===== config.mk =====
export PLATFORM = sky130hd
export DESIGN_NAME = agent_table_capability_matcher_top_flat
export DESIGN_NICKNAME = d
export VERILOG_FILES = /design/src/atcm_pkg.sv /design/src/atcm_req_if.sv /design/src/atcm_rsp_if.sv /design/src/agent_table_capability_matcher_top.sv /design/src/atcm_front.sv /design/src/atcm_cmd_fifo.sv /design/src/atcm_back.sv /design/src/flat_wrapper.sv
export SDC_FILE = /design/constraint.sdc
export NUM_CORES = 2
export LEC_CHECK = 0
export BUFFER_PORTS_ARGS = -buffer_cell sky130_fd_sc_hd__buf_4
export CAP_MARGIN = 20
export CORE_AREA = 4 4 359 361
export CTS_CLUSTER_DIAMETER = 200
export DETAILED_ROUTE_END_ITERATION = 8
export DIE_AREA = 0 0 363 365
export PLACE_DENSITY = 0.73
export SLEW_MARGIN = 20
export SYNTH_ARGS = -nofsm -noshare
export SYNTH_HDL_FRONTEND = slang
export SYNTH_SLANG_ARGS = --single-unit

===== constraint.sdc =====
create_clock -name i_clk -period 18.1 [get_ports i_clk]
set_input_delay 3.62 -clock i_clk [delete_from_list [all_inputs] [get_ports i_clk]]
set_output_delay 3.62 -clock i_clk [all_outputs]
set_load 0.03 [all_outputs]

===== src/atcm_pkg.sv =====
`default_nettype none
// ----------------------------------------------------------------------------
// atcm_pkg
// Shared types, field widths and codes for the agent table matcher.
// ----------------------------------------------------------------------------
package atcm_pkg;

    // fixed widths of the request and response fields
    localparam int MODE_W      = 2;
    localparam int WORKER_ID_W = 32;
    localparam int HANDLE_W    = 16;
    localparam int MEMORY_W    = 20;
    localparam int CAPS_W      = 8;
    localparam int STATUS_W    = 2;
    localparam int SLOT_W      = 4;
    localparam int TOTAL_W     = 5;

    // defaults for the top-level parameters
    localparam int DEF_TABLE_DEPTH = 16;
    localparam int DEF_ID_BITS     = 32;
    localparam int DEF_CAP_BITS    = 8;

    // depth of the queue between front and back end
    localparam int FIFO_DEPTH = 2;

    typedef enum logic [MODE_W-1:0] {
        OP_REGISTER = 2'd0,
        OP_REMOVE   = 2'd1,
        OP_DISPATCH = 2'd2,
        OP_RELEASE  = 2'd3
    } t_op;

    typedef enum logic [STATUS_W-1:0] {
        ST_DONE = 2'd0,
        ST_DUP  = 2'd1,
        ST_FULL = 2'd2,
        ST_MISS = 2'd3
    } t_status;

    // classified request as it sits in the queue
    typedef struct packed {
        t_op                    op;
        logic [WORKER_ID_W-1:0] id;
        logic [HANDLE_W-1:0]    handle;
        logic [MEMORY_W-1:0]    memory;
        logic                   gpu;
        logic [CAPS_W-1:0]      caps;
    } t_cmd;

endpackage
`default_nettype wire


===== src/atcm_req_if.sv =====
`default_nettype none
// ----------------------------------------------------------------------------
// atcm_req_if
// Request channel: valid/ready handshake with the request fields.
// ----------------------------------------------------------------------------
interface atcm_req_if import atcm_pkg::*; ();
    logic                   valid;
    logic                   ready;
    logic [MODE_W-1:0]      mode;
    logic [WORKER_ID_W-1:0] worker_id;
    logic [HANDLE_W-1:0]    handle;
    logic [MEMORY_W-1:0]    agent_memory;
    logic                   agent_gpu;
    logic [CAPS_W-1:0]      agent_caps;
    logic [MEMORY_W-1:0]    need_memory;
    logic                   need_gpu;
    logic [CAPS_W-1:0]      need_caps;

    modport source (
        output valid, mode, worker_id, handle, agent_memory, agent_gpu, agent_caps,
               need_memory, need_gpu, need_caps,
        input  ready
    );
    modport sink (
        input  valid, mode, worker_id, handle, agent_memory, agent_gpu, agent_caps,
               need_memory, need_gpu, need_caps,
        output ready
    );
endinterface
`default_nettype wire


===== src/atcm_rsp_if.sv =====
`default_nettype none
// ----------------------------------------------------------------------------
// atcm_rsp_if
// Response channel: valid/ready handshake with the result fields.
// ----------------------------------------------------------------------------
interface atcm_rsp_if import atcm_pkg::*; ();
    logic                valid;
    logic                ready;
    logic [STATUS_W-1:0] status;
    logic [HANDLE_W-1:0] chosen_handle;
    logic [SLOT_W-1:0]   chosen_slot;
    logic [TOTAL_W-1:0]  agent_total;

    modport source (
        output valid, status, chosen_handle, chosen_slot, agent_total,
        input  ready
    );
    modport sink (
        input  valid, status, chosen_handle, chosen_slot, agent_total,
        output ready
    );
endinterface
`default_nettype wire


===== src/agent_table_capability_matcher_top.sv =====
`default_nettype none
// path: an accepted request beat enters the command queue, and the back end pops it
// into the output register as its response beat; later if queue or output backs up
// throughput: one request per cycle while responses are taken, one table update
// per command in the back end; the two-entry queue lets front and back stall apart
// reset: synchronous, clears the busy bits, the agent count, the queue and the output
// valid flag; entry contents are not cleared and are only read below the count
// ----------------------------------------------------------------------------
// agent_table_capability_matcher_top
// Agent table with register, remove, first-fit dispatch and release requests.
// ----------------------------------------------------------------------------
module agent_table_capability_matcher_top import atcm_pkg::*; #(
    parameter int TABLE_DEPTH = DEF_TABLE_DEPTH,
    parameter int ID_BITS     = DEF_ID_BITS,
    parameter int CAP_BITS    = DEF_CAP_BITS
) (
    input  logic       i_clk,
    input  logic       i_rst_n,
    atcm_req_if.sink   i_req,
    atcm_rsp_if.source o_rsp
);

    logic push, full, cmd_valid, cmd_pop;
    t_cmd push_cmd, head_cmd;

    atcm_front u_front (
        .i_req  (i_req),
        .i_full (full),
        .o_push (push),
        .o_cmd  (push_cmd)
    );

    atcm_cmd_fifo u_fifo (
        .i_clk   (i_clk),
        .i_rst_n (i_rst_n),
        .i_push  (push),
        .i_cmd   (push_cmd),
        .o_full  (full),
        .o_valid (cmd_valid),
        .o_cmd   (head_cmd),
        .i_pop   (cmd_pop)
    );

    atcm_back #(
        .TABLE_DEPTH (TABLE_DEPTH),
        .ID_BITS     (ID_BITS),
        .CAP_BITS    (CAP_BITS)
    ) u_back (
        .i_clk       (i_clk),
        .i_rst_n     (i_rst_n),
        .i_cmd_valid (cmd_valid),
        .i_cmd       (head_cmd),
        .o_cmd_pop   (cmd_pop),
        .o_rsp       (o_rsp)
    );

endmodule
`default_nettype wire


===== src/atcm_front.sv =====
`default_nettype none
// ----------------------------------------------------------------------------
// atcm_front
// Accepts request beats and folds them into one command word per mode.
// ----------------------------------------------------------------------------
module atcm_front import atcm_pkg::*; (
    atcm_req_if.sink i_req,
    input  logic     i_full,
    output logic     o_push,
    output t_cmd     o_cmd
);

    assign i_req.ready = !i_full;
    assign o_push      = i_req.valid && !i_full;

    always_comb begin
        o_cmd.op     = t_op'(i_req.mode);
        o_cmd.id     = i_req.worker_id;
        o_cmd.handle = i_req.handle;
        o_cmd.memory = '0;
        o_cmd.gpu    = 1'b0;
        o_cmd.caps   = '0;
        unique case (t_op'(i_req.mode))
            OP_REGISTER: begin
                o_cmd.memory = i_req.agent_memory;
                o_cmd.gpu    = i_req.agent_gpu;
                o_cmd.caps   = i_req.agent_caps;
            end
            OP_DISPATCH: begin
                o_cmd.memory = i_req.need_memory;
                o_cmd.gpu    = i_req.need_gpu;
                o_cmd.caps   = i_req.need_caps;
            end
            OP_REMOVE, OP_RELEASE: begin
                // only the handle matters
                o_cmd.memory = '0;
            end
            default: begin
                o_cmd.memory = '0;
            end
        endcase
    end

endmodule
`default_nettype wire


===== src/atcm_cmd_fifo.sv =====
`default_nettype none
// ----------------------------------------------------------------------------
// atcm_cmd_fifo
// Short command queue that decouples the front end from the table engine.
// ----------------------------------------------------------------------------
module atcm_cmd_fifo import atcm_pkg::*; (
    input  logic i_clk,
    input  logic i_rst_n,
    input  logic i_push,
    input  t_cmd i_cmd,
    output logic o_full,
    output logic o_valid,
    output t_cmd o_cmd,
    input  logic i_pop
);

    localparam int PTR_W = (FIFO_DEPTH > 1) ? $clog2(FIFO_DEPTH) : 1;
    localparam int LVL_W = $clog2(FIFO_DEPTH + 1);
    localparam logic [PTR_W-1:0] LAST_PTR = PTR_W'(FIFO_DEPTH - 1);
    localparam logic [LVL_W-1:0] FULL_LVL = LVL_W'(FIFO_DEPTH);

    t_cmd             r_slot [FIFO_DEPTH];
    logic [PTR_W-1:0] r_wr_ptr, n_wr_ptr;
    logic [PTR_W-1:0] r_rd_ptr, n_rd_ptr;
    logic [LVL_W-1:0] r_level,  n_level;

    assign o_full  = (r_level == FULL_LVL);
    assign o_valid = (r_level != '0);
    assign o_cmd   = r_slot[r_rd_ptr];

    always_comb begin
        n_wr_ptr = r_wr_ptr;
        n_rd_ptr = r_rd_ptr;
        n_level  = r_level;
        if (i_push) begin
            n_wr_ptr = (r_wr_ptr == LAST_PTR) ? '0 : r_wr_ptr + 1'b1;
        end
        if (i_pop) begin
            n_rd_ptr = (r_rd_ptr == LAST_PTR) ? '0 : r_rd_ptr + 1'b1;
        end
        if (i_push && !i_pop) begin
            n_level = r_level + 1'b1;
        end else if (!i_push && i_pop) begin
            n_level = r_level - 1'b1;
        end
    end

    always_ff @(posedge i_clk) begin
        if (!i_rst_n) begin
            r_wr_ptr <= '0;
            r_rd_ptr <= '0;
            r_level  <= '0;
        end else begin
            r_wr_ptr <= n_wr_ptr;
            r_rd_ptr <= n_rd_ptr;
            r_level  <= n_level;
        end
    end

    always_ff @(posedge i_clk) begin
        if (i_push) begin
            r_slot[r_wr_ptr] <= i_cmd;
        end
    end

endmodule
`default_nettype wire


===== src/atcm_back.sv =====
`default_nettype none
// ----------------------------------------------------------------------------
// atcm_back
// Agent table engine: parallel compare over all entries, first-hit select,
// one table update per command and a registered response.
// ----------------------------------------------------------------------------
module atcm_back import atcm_pkg::*; #(
    parameter int TABLE_DEPTH = DEF_TABLE_DEPTH,
    parameter int ID_BITS     = DEF_ID_BITS,
    parameter int CAP_BITS    = DEF_CAP_BITS
) (
    input  logic       i_clk,
    input  logic       i_rst_n,
    input  logic       i_cmd_valid,
    input  t_cmd       i_cmd,
    output logic       o_cmd_pop,
    atcm_rsp_if.source o_rsp
);

    localparam int IDX_W = (TABLE_DEPTH > 1) ? $clog2(TABLE_DEPTH) : 1;
    localparam int CNT_W = $clog2(TABLE_DEPTH + 1);
    localparam int ID_W  = (ID_BITS < WORKER_ID_W) ? ID_BITS : WORKER_ID_W;
    localparam int CAP_W = (CAP_BITS < CAPS_W) ? CAP_BITS : CAPS_W;
    localparam logic [CNT_W-1:0] FULL_COUNT = CNT_W'(TABLE_DEPTH);

    // table contents, no reset
    logic [ID_W-1:0]     r_id     [TABLE_DEPTH];
    logic [HANDLE_W-1:0] r_handle [TABLE_DEPTH];
    logic [MEMORY_W-1:0] r_memory [TABLE_DEPTH];
    logic                r_gpu    [TABLE_DEPTH];
    logic [CAP_W-1:0]    r_caps   [TABLE_DEPTH];

    logic [TABLE_DEPTH-1:0] r_busy, n_busy;
    logic [CNT_W-1:0]       r_count, n_count;

    logic                r_out_valid;
    t_status             r_status, n_status;
    logic [HANDLE_W-1:0] r_chosen_handle, n_chosen_handle;
    logic [SLOT_W-1:0]   r_chosen_slot, n_chosen_slot;
    logic [TOTAL_W-1:0]  r_total, n_total;

    logic [ID_W-1:0]        cmd_id;
    logic [CAP_W-1:0]       cmd_caps;
    logic [TABLE_DEPTH-1:0] id_hit, handle_hit, fit, sel;
    logic                   any_hit;
    logic [IDX_W-1:0]       hit_idx, last_idx, act_idx;
    logic [CNT_W-1:0]       count_m1;

    logic                wr_en;
    logic [IDX_W-1:0]    wr_idx;
    logic [ID_W-1:0]     wr_id;
    logic [HANDLE_W-1:0] wr_handle;
    logic [MEMORY_W-1:0] wr_memory;
    logic                wr_gpu;
    logic [CAP_W-1:0]    wr_caps;

    logic [IDX_W+SLOT_W-1:0] slot_ext;
    logic [CNT_W+TOTAL_W-1:0] total_ext;

    assign cmd_id   = i_cmd.id[ID_W-1:0];
    assign cmd_caps = i_cmd.caps[CAP_W-1:0];
    assign count_m1 = r_count - 1'b1;
    assign last_idx = count_m1[IDX_W-1:0];

    assign o_cmd_pop = i_cmd_valid && (!r_out_valid || o_rsp.ready);

    // per-entry compares, all in parallel
    always_comb begin
        for (int i = 0; i < TABLE_DEPTH; i++) begin
            logic live;
            live          = CNT_W'(i) < r_count;
            id_hit[i]     = live && (r_id[i] == cmd_id);
            handle_hit[i] = live && (r_handle[i] == i_cmd.handle);
            fit[i]        = live && !r_busy[i] && (r_memory[i] >= i_cmd.memory)
                            && (!i_cmd.gpu || r_gpu[i])
                            && ((r_caps[i] & cmd_caps) == cmd_caps);
        end
    end

    assign sel     = (i_cmd.op == OP_DISPATCH) ? fit : handle_hit;
    assign any_hit = |sel;

    // lowest set position wins
    always_comb begin
        hit_idx = '0;
        for (int i = TABLE_DEPTH - 1; i >= 0; i--) begin
            if (sel[i]) begin
                hit_idx = IDX_W'(i);
            end
        end
    end

    always_comb begin
        n_busy          = r_busy;
        n_count         = r_count;
        n_status        = ST_MISS;
        n_chosen_handle = '0;
        act_idx         = '0;
        wr_en           = 1'b0;
        wr_idx          = hit_idx;
        wr_id           = cmd_id;
        wr_handle       = i_cmd.handle;
        wr_memory       = i_cmd.memory;
        wr_gpu          = i_cmd.gpu;
        wr_caps         = cmd_caps;
        unique case (i_cmd.op)
            OP_REGISTER: begin
                if (|id_hit) begin
                    n_status = ST_DUP;
                end else if (r_count == FULL_COUNT) begin
                    n_status = ST_FULL;
                end else begin
                    wr_en           = 1'b1;
                    wr_idx          = r_count[IDX_W-1:0];
                    n_busy[wr_idx]  = 1'b0;
                    n_count         = r_count + 1'b1;
                    n_status        = ST_DONE;
                    n_chosen_handle = i_cmd.handle;
                    act_idx         = wr_idx;
                end
            end
            OP_REMOVE: begin
                if (any_hit) begin
                    // last entry moves into the hole, busy bit included
                    wr_en           = 1'b1;
                    wr_id           = r_id[last_idx];
                    wr_handle       = r_handle[last_idx];
                    wr_memory       = r_memory[last_idx];
                    wr_gpu          = r_gpu[last_idx];
                    wr_caps         = r_caps[last_idx];
                    n_busy[hit_idx] = r_busy[last_idx];
                    n_count         = count_m1;
                    n_status        = ST_DONE;
                    n_chosen_handle = i_cmd.handle;
                    act_idx         = hit_idx;
                end
            end
            OP_DISPATCH: begin
                if (any_hit) begin
                    n_busy[hit_idx] = 1'b1;
                    n_status        = ST_DONE;
                    n_chosen_handle = r_handle[hit_idx];
                    act_idx         = hit_idx;
                end
            end
            OP_RELEASE: begin
                if (any_hit) begin
                    n_busy[hit_idx] = 1'b0;
                    n_status        = ST_DONE;
                    n_chosen_handle = i_cmd.handle;
                    act_idx         = hit_idx;
                end
            end
            default: begin
                n_status = ST_MISS;
            end
        endcase
    end

    assign slot_ext      = {{SLOT_W{1'b0}}, act_idx};
    assign n_chosen_slot = slot_ext[SLOT_W-1:0];
    assign total_ext     = {{TOTAL_W{1'b0}}, n_count};
    assign n_total       = total_ext[TOTAL_W-1:0];

    always_ff @(posedge i_clk) begin
        if (!i_rst_n) begin
            r_busy      <= '0;
            r_count     <= '0;
            r_out_valid <= 1'b0;
        end else begin
            if (o_cmd_pop) begin
                r_busy      <= n_busy;
                r_count     <= n_count;
                r_out_valid <= 1'b1;
            end else if (o_rsp.ready) begin
                r_out_valid <= 1'b0;
            end
        end
    end

    always_ff @(posedge i_clk) begin
        if (o_cmd_pop) begin
            r_status        <= n_status;
            r_chosen_handle <= n_chosen_handle;
            r_chosen_slot   <= n_chosen_slot;
            r_total         <= n_total;
        end
        if (o_cmd_pop && wr_en) begin
            r_id[wr_idx]     <= wr_id;
            r_handle[wr_idx] <= wr_handle;
            r_memory[wr_idx] <= wr_memory;
            r_gpu[wr_idx]    <= wr_gpu;
            r_caps[wr_idx]   <= wr_caps;
        end
    end

    assign o_rsp.valid         = r_out_valid;
    assign o_rsp.status        = r_status;
    assign o_rsp.chosen_handle = r_chosen_handle;
    assign o_rsp.chosen_slot   = r_chosen_slot;
    assign o_rsp.agent_total   = r_total;

endmodule
`default_nettype wire


===== src/flat_wrapper.sv =====
// flat-port wrapper written by rule: the top's interface ports become plain ports
module agent_table_capability_matcher_top_flat import atcm_pkg::*;
#(
    parameter int TABLE_DEPTH = DEF_TABLE_DEPTH,
    parameter int ID_BITS     = DEF_ID_BITS,
    parameter int CAP_BITS    = DEF_CAP_BITS
)
  (i_clk, i_rst_n, i_req_valid, i_req_mode, i_req_worker_id, i_req_handle, i_req_agent_memory, i_req_agent_gpu, i_req_agent_caps, i_req_need_memory, i_req_need_gpu, i_req_need_caps, i_req_ready, o_rsp_valid, o_rsp_status, o_rsp_chosen_handle, o_rsp_chosen_slot, o_rsp_agent_total, o_rsp_ready);
  atcm_req_if i_req_i ();
  atcm_rsp_if o_rsp_i ();
  input  logic i_clk;
  input  logic i_rst_n;
  input wire logic [$bits(i_req_i.valid)-1:0] i_req_valid;
  input wire logic [$bits(i_req_i.mode)-1:0] i_req_mode;
  input wire logic [$bits(i_req_i.worker_id)-1:0] i_req_worker_id;
  input wire logic [$bits(i_req_i.handle)-1:0] i_req_handle;
  input wire logic [$bits(i_req_i.agent_memory)-1:0] i_req_agent_memory;
  input wire logic [$bits(i_req_i.agent_gpu)-1:0] i_req_agent_gpu;
  input wire logic [$bits(i_req_i.agent_caps)-1:0] i_req_agent_caps;
  input wire logic [$bits(i_req_i.need_memory)-1:0] i_req_need_memory;
  input wire logic [$bits(i_req_i.need_gpu)-1:0] i_req_need_gpu;
  input wire logic [$bits(i_req_i.need_caps)-1:0] i_req_need_caps;
  output wire logic [$bits(i_req_i.ready)-1:0] i_req_ready;
  output wire logic [$bits(o_rsp_i.valid)-1:0] o_rsp_valid;
  output wire logic [$bits(o_rsp_i.status)-1:0] o_rsp_status;
  output wire logic [$bits(o_rsp_i.chosen_handle)-1:0] o_rsp_chosen_handle;
  output wire logic [$bits(o_rsp_i.chosen_slot)-1:0] o_rsp_chosen_slot;
  output wire logic [$bits(o_rsp_i.agent_total)-1:0] o_rsp_agent_total;
  input wire logic [$bits(o_rsp_i.ready)-1:0] o_rsp_ready;
  assign i_req_i.valid = i_req_valid;
  assign i_req_i.mode = i_req_mode;
  assign i_req_i.worker_id = i_req_worker_id;
  assign i_req_i.handle = i_req_handle;
  assign i_req_i.agent_memory = i_req_agent_memory;
  assign i_req_i.agent_gpu = i_req_agent_gpu;
  assign i_req_i.agent_caps = i_req_agent_caps;
  assign i_req_i.need_memory = i_req_need_memory;
  assign i_req_i.need_gpu = i_req_need_gpu;
  assign i_req_i.need_caps = i_req_need_caps;
  assign i_req_ready = i_req_i.ready;
  assign o_rsp_valid = o_rsp_i.valid;
  assign o_rsp_status = o_rsp_i.status;
  assign o_rsp_chosen_handle = o_rsp_i.chosen_handle;
  assign o_rsp_chosen_slot = o_rsp_i.chosen_slot;
  assign o_rsp_agent_total = o_rsp_i.agent_total;
  assign o_rsp_i.ready = o_rsp_ready;
  agent_table_capability_matcher_top #(.TABLE_DEPTH(TABLE_DEPTH), .ID_BITS(ID_BITS), .CAP_BITS(CAP_BITS)) u_core (.i_clk(i_clk), .i_rst_n(i_rst_n), .i_req(i_req_i), .o_rsp(o_rsp_i));
endmodule

Word level (Yosys, flattened, before mapping)
Memories as Yosys holds them, arrays and structs flattened. A register that Yosys moved wholly into a read port is not among the register bits.
Index checks and enable logic that the tools add are counted.
{ "classes": {"add_sub_neg": 6, "n_lt_le_gt_ge": 37, "eq_ne": 61, "muxes": 78, "bitwise": 21, "n_reduce_logical": 152} }
{ "op_table": {"columns": ["cell", "count"], "rows": [
  ["32-bit == test", 16],
  ["20-bit >= comparator", 16],
  ["16-bit == test", 16],
  ["16-bit two-way mux", 12],
  ["8-bit bitwise AND", 16],
  ["8-bit == test", 16],
  ["1-bit logical AND", 103],
  ["4-bit two-way mux", 22],
  ["32-bit two-way mux", 2],
  ["16-bit one-hot mux with 4 select lines", 1],
  ["20-bit one-hot mux with 3 select lines", 1],
  ["16-bit one-hot mux with 3 select lines", 1],
  ["4-bit by 5-bit < comparator with 1-bit output, first input constant", 8],
  ["20-bit two-way mux", 2],
  ["16-bit bitwise AND", 2],
  ["16-bit NOT", 2],
  ["16-bit OR reduction", 2],
  ["1-bit logical NOT", 21],
  ["3-bit by 5-bit < comparator with 1-bit output, first input constant", 4],
  ["1-bit two-way mux", 18],
  ["9-bit one-hot mux with 2 select lines", 1],
  ["1-bit logical OR", 17],
  ["16-bit bitwise mux", 1],
  ["8-bit two-way mux", 2],
  ["other kinds (27)", 53]
]} }
{ "word_totals": {"ff_bits": 53, "ram_bits": 1390, "in_bits": 112, "out_inout_bits": 29, "n_memories": 6} }
{ "mem_list": {"columns": ["name", "depth", "word_bits", "rd", "rd_ports_with_merged_regs", "wr", "line_no", "text"], "rows": [
  ["u_core.u_back.r_id", 16, 32, 17, 0, 1, "atcm_back.sv:27", "logic [ID_W-1:0] r_id [TABLE_DEPTH];"],
  ["u_core.u_back.r_memory", 16, 20, 17, 0, 1, "atcm_back.sv:29", "logic [MEMORY_W-1:0] r_memory [TABLE_DEPTH];"],
  ["u_core.u_back.r_handle", 16, 16, 18, 0, 1, "atcm_back.sv:28", "logic [HANDLE_W-1:0] r_handle [TABLE_DEPTH];"],
  ["u_core.u_fifo.r_slot", 2, 79, 1, 1, 1, "atcm_cmd_fifo.sv:22", "t_cmd r_slot [FIFO_DEPTH];"],
  ["u_core.u_back.r_caps", 16, 8, 17, 0, 1, "atcm_back.sv:31", "logic [CAP_W-1:0] r_caps [TABLE_DEPTH];"],
  ["u_core.u_back.r_gpu", 16, 1, 17, 0, 1, "atcm_back.sv:30", "logic r_gpu [TABLE_DEPTH];"]
]} }

Logic depth before layout (Yosys ltp)
{ "logic_depth": {"ltp_word": 30, "mapped_depth": 26, "depth_no_buf": 16} }

Cells and area by module
Synthesis repeated with hierarchy kept, for this count alone.
{ "unflattened": {"hier_cells": 5051, "area_unflattened_um2": 76475.8} }
{ "by_module_without_submodules": {"columns": ["module", "instances", "cells_per_inst", "area_each_um2", "seq_area_each_um2"], "rows": [
  ["atcm_back", 1, 4667, 69684.3, 38246.7],
  ["atcm_cmd_fifo", 1, 268, 5954.5, 4844.6],
  ["atcm_front", 1, 116, 837.1, 0.0]
]} }

Worst setup path before layout
Ideal clock, no wire load.
{ "synth_path": {"kind": "register to register", "start": "register with a tool-made name", "end": "memory u_core.u_back.r_caps[15][0] (netlist name), enable pin", "setup_ns": 0.513, "arrival_time_ns": 8.998, "required_time_ns": 17.587, "setup_slack_ns": 8.589, "stages_incl_launch_ff": 22, "path_buffers": 6, "path_cell_list": "dfxtp_1 buf_6 buf_12 buf_6 buf_2 buf_1 mux2i_1 ha_1 a21oi_1 nor2_1 a2111oi_0 a31oi_1 o311ai_0 o31ai_1 or3b_2 buf_2 or2_2 or2_2 or3_1 a21oi_1 nand2b_1 nor2_1"} }
{ "synth_lines": {"columns": ["item", "line_no"], "rows": [
  ["end: declaration", "atcm_back.sv:31"]
]} }

==> out/qor.yml <==
synthesis:
  ys_ff_latch: 1444
  synth_edf_count: 1417
  synth_cell_types: 86
  synth_flop_cell: "edfxtp_1"
  yosys-top-cells-area: "edfxtp_1 (57%), mux4_2 (12%), xnor2_1 (7.2%), ha_1 (5.5%), xor2_1 (1.9%)"
  synth_top_area_cell: "edfxtp_1"
  synthCells: 5072
  async_flop_share_pct: 0
  netlist.area_leader.share_pct: 56.7
  syn_nets: 5514
  ys_seq_area_share_pct: 57.4
  synth.cell_area_um2: 75100
  yosysWarningCount: 0
  avgSynthCellArea_um2: 14.8
finish:
  final_common_cell: "edfxtp_1"
  multiInputGateArea_um2: 31300
  final_util_pct: 66.8
  fillers: 8847
  drive_gt1_share_pct: 19.6
  nNetsFinal: 5719
  mostFrequentLayoutCells: "edfxtp_1 (1417), xnor2_1 (615), mux4_2 (394)"
  layout.area.seq_um2: 43100
  syn_to_final_growth_pct: 11.6
  final_cell_area_um2: 83800
clocking:
  clock-sinks: 1444
  post-cts-setup-buffer-count: 0
  cts_tree: "done"
  htreeDepth: 4
  clk_latency_ns: 0.80
  clockRootBuffer: "clkbuf_16"
  clk_path_buf_depth: 3
  ctsResizeCount: 0
  holdBufCountCts: 0
  path_clk_slew_ns: 0.06
  cts_buffers: 154
timing:
  setup_ws_ns: 8.27
  rsz0062_at_grt: "false"
  tns_ns: 0
  setup_viol: 0
  relSlewSlack_pct: 11.8
  tightest_slew_ns: 1.32
  slew_viol_final: 0
  finalClockSkew_ns: 0.0337
  timing.final.crit_share_pct: 54.3
  max_freq_mhz: 102
  timing_hold_violations_final: 0
  min_period_ns: 9.83
power_and_ir_drop:
  combinationalPowerShare_pct: 41.7
  switching_share_pct: 36.7
  leakage_nw: 27.2
  power_frac_seq_pct: 33.5
  p_int_mw: 8.07
  power_mw: 12.7
  clkPwrFrac_pct: 24.8
  powerDensity_nw_per_um2: 152
  p_sw_mw: 4.67
  irDropWorstVdd_mv: 0.183
global_route:
  grt_pass1_vias: 48980
  grt_max_degree: 131
  overflow: 0
  antenna_found_initial: 15
  grt_use_met3_pct: 9.55
  grt_pass1_wl_um: 375000
  track_usage_pct: 40.6
  grt_use_met1_pct: 54.9
  gr-max-usage-layer: "met2"
  met2_usage_pct: 61.0
detailed_routing:
  wl_per_cell_um: 38.3
  drtPass1Iterations: 6
  ant_nets: 0
  drt-initial-drc-count: 8762
  vias_per_cell: 7.27
  wirelength_um: 270000
  drc_errors: 0
  via_count: 51332
die:
  die_h_um: 365
  start_util_pct: 59.9
  core_area_um2: 125000
  std_cell_rows: 130
  die_area_um2: 132000
  ioPinCount: 141
  chipWidth_um: 363
worst_setup_path:
  cp-end-kind: "flip-flop"
  crit_arrival_ns: 10.26
  cp.required_ns: 18.52
  path_class: "flip-flop to flip-flop"
  cp-start-kind: "flip-flop"
  path_max_fanout: 66
placement:
  port_buffers: 140
  place_ws_ns: 8.61
  gp_congestion: 1.06
  dpl_cell_area_um2: 78700
  dpl.hpwl_um: 186000
outcome:
  status: "completed"
hold_path:
  hp-class: "flip-flop to flip-flop"
flow_run:
  maxCapViolations: 0
[worst paths after layout]
| check | from | end | slack [ns] | cells past startpoint |
|---|---|---|---|---|
| worst max-delay path | flip-flop | u_core.u_back.r_id[15][5]$_DFFE_PP_ | 8.27 | 16 |
| worst min-delay path | u_core.u_back.r_busy[15]$_SDFFE_PN0P_ | u_core.u_back.r_busy[15]$_SDFFE_PN0P_ | 0.49 | 2 |
| worst max register to register | flip-flop | u_core.u_back.r_id[15][5]$_DFFE_PP_ | 8.27 | 16 |
| worst min register to register | u_core.u_back.r_busy[15]$_SDFFE_PN0P_ | u_core.u_back.r_busy[15]$_SDFFE_PN0P_ | 0.49 | 2 |
[worst max-delay path, cell delays in order, from the launching register on]
cell      delay (ns)
dfxtp_4         0.79
buf_4           0.73
mux2i_2         0.49
buf_4           0.31
ha_1            0.26
o21ai_0         0.08
a21oi_1         0.15
o311ai_0        0.93
a21oi_1         0.44
a21oi_1         0.48
nand4_1         0.38
or4_1           0.85
nand2_4         0.57
buf_4           0.83
buf_4           0.91
nor2_1          0.11
a21oi_1         0.89
[Yosys cell counts, types with 9 or more instances]
| cell type | number |
|---|---|
| nor2b_1 | 18 |
| xor2_1 | 160 |
| nand4_1 | 91 |
| nand3_1 | 87 |
| o22ai_1 | 69 |
| buf_4 | 15 |
| ha_1 | 330 |
| o221ai_1 | 10 |
| o21ai_0 | 98 |
| a21oi_1 | 216 |
| o2111ai_1 | 12 |
| o21a_1 | 13 |
| or3_1 | 20 |
| a221oi_1 | 18 |
| o32ai_1 | 12 |
| nor2_1 | 292 |
| buf_2 | 63 |
| and2_1 | 17 |
| nand2b_1 | 19 |
| inv_1 | 39 |
| clkbuf_1 | 129 |
| a211oi_1 | 24 |
| o211ai_1 | 14 |
| or4_1 | 11 |
| xnor2_1 | 615 |
| dfxtp_1 | 27 |
| edfxtp_1 | 1417 |
| a21o_1 | 43 |
| a31oi_1 | 24 |
| nor4_1 | 160 |
| mux2i_1 | 116 |
| nor3_1 | 77 |
| buf_1 | 24 |
| or2_2 | 9 |
| a2111oi_0 | 11 |
| buf_6 | 9 |
| mux4_2 | 394 |
| nand2_1 | 222 |
[power groups by stage]
stage,sequential [mW],clock (mW),combinational [mW]
floorplan,4.31,0,3.43
global placement,4.33,0,5.10
detailed placement,4.34,0,5.15
CTS,4.27,3.17,5.18
global route,4.28,3.32,5.50
finish,4.27,3.16,5.31
[stage by stage]
step / instances / hold slack [ns]
after floorplan: 5072 / 0.459
after detailed placement: 6768 / 0.489
final: 7057 / 0.494
after global routing: 7050 / 0.526
after CTS: 7047 / 0.497
after global placement: 6767 / 0.480
[layer usage]
| layer | vias to the layer above | share of wire [%] |
|---|---|---|
| li1 | 20499 | - |
| met1 | 25769 | 36 |
| met2 | 4257 | 44 |
| met3 | 795 | 13 |
| met4 | 12 | 7.2 |
| met5 | - | 0.028 |
[cell families (layout without fill, tap and decap cells)]
family / Yosys count / in the layout / share of synthesized area (%)
and+or+nand+nor: 1059 / 1059 / 6.95
muxes: 526 / 526 / 13.7
AOI/OAI and AO/OA: 655 / 655 / 5.67
xor gates and xnor gates: 775 / 775 / 9.04
DFF: 1444 / 1444 / 57.4
buffers and inverters: 283 / 611 / 1.74
adders and majority gates: 330 / 330 / 5.50
other: 0 / 7 / 0
[final cells by class]
type	count	share of cell area (%)
inverter	40	0.179
tap	1650	2.46
antenna	7	0.0209
clock buffer	187	4.87
clock inverter	92	1.03
multi-input combinational	3345	37.4
timing repair buffer	292	2.65
sequential	1444	51.4
[state kept, by name, indices dropped and copies added, names as in the netlist, named ones only]
signal,count
u_core.u_back.r_id,512
u_core.u_back.r_memory,320
u_core.u_back.r_handle,256
u_core.u_fifo.r_slot,158
u_core.u_back.r_caps,128
u_core.u_back.o_rsp.chosen_handle,16
u_core.u_back.r_busy,16
u_core.u_back.r_gpu,16
u_core.u_back.o_rsp.agent_total,5
u_core.u_back.r_count,5
u_core.u_back.o_rsp.chosen_slot,4
u_core.u_back.o_rsp.status,2
u_core.u_fifo.r_level,2
u_core.u_back.o_rsp.valid,1
u_core.u_fifo.r_rd_ptr,1
u_core.u_fifo.r_wr_ptr,1
(Power assumes the default switching activity.)
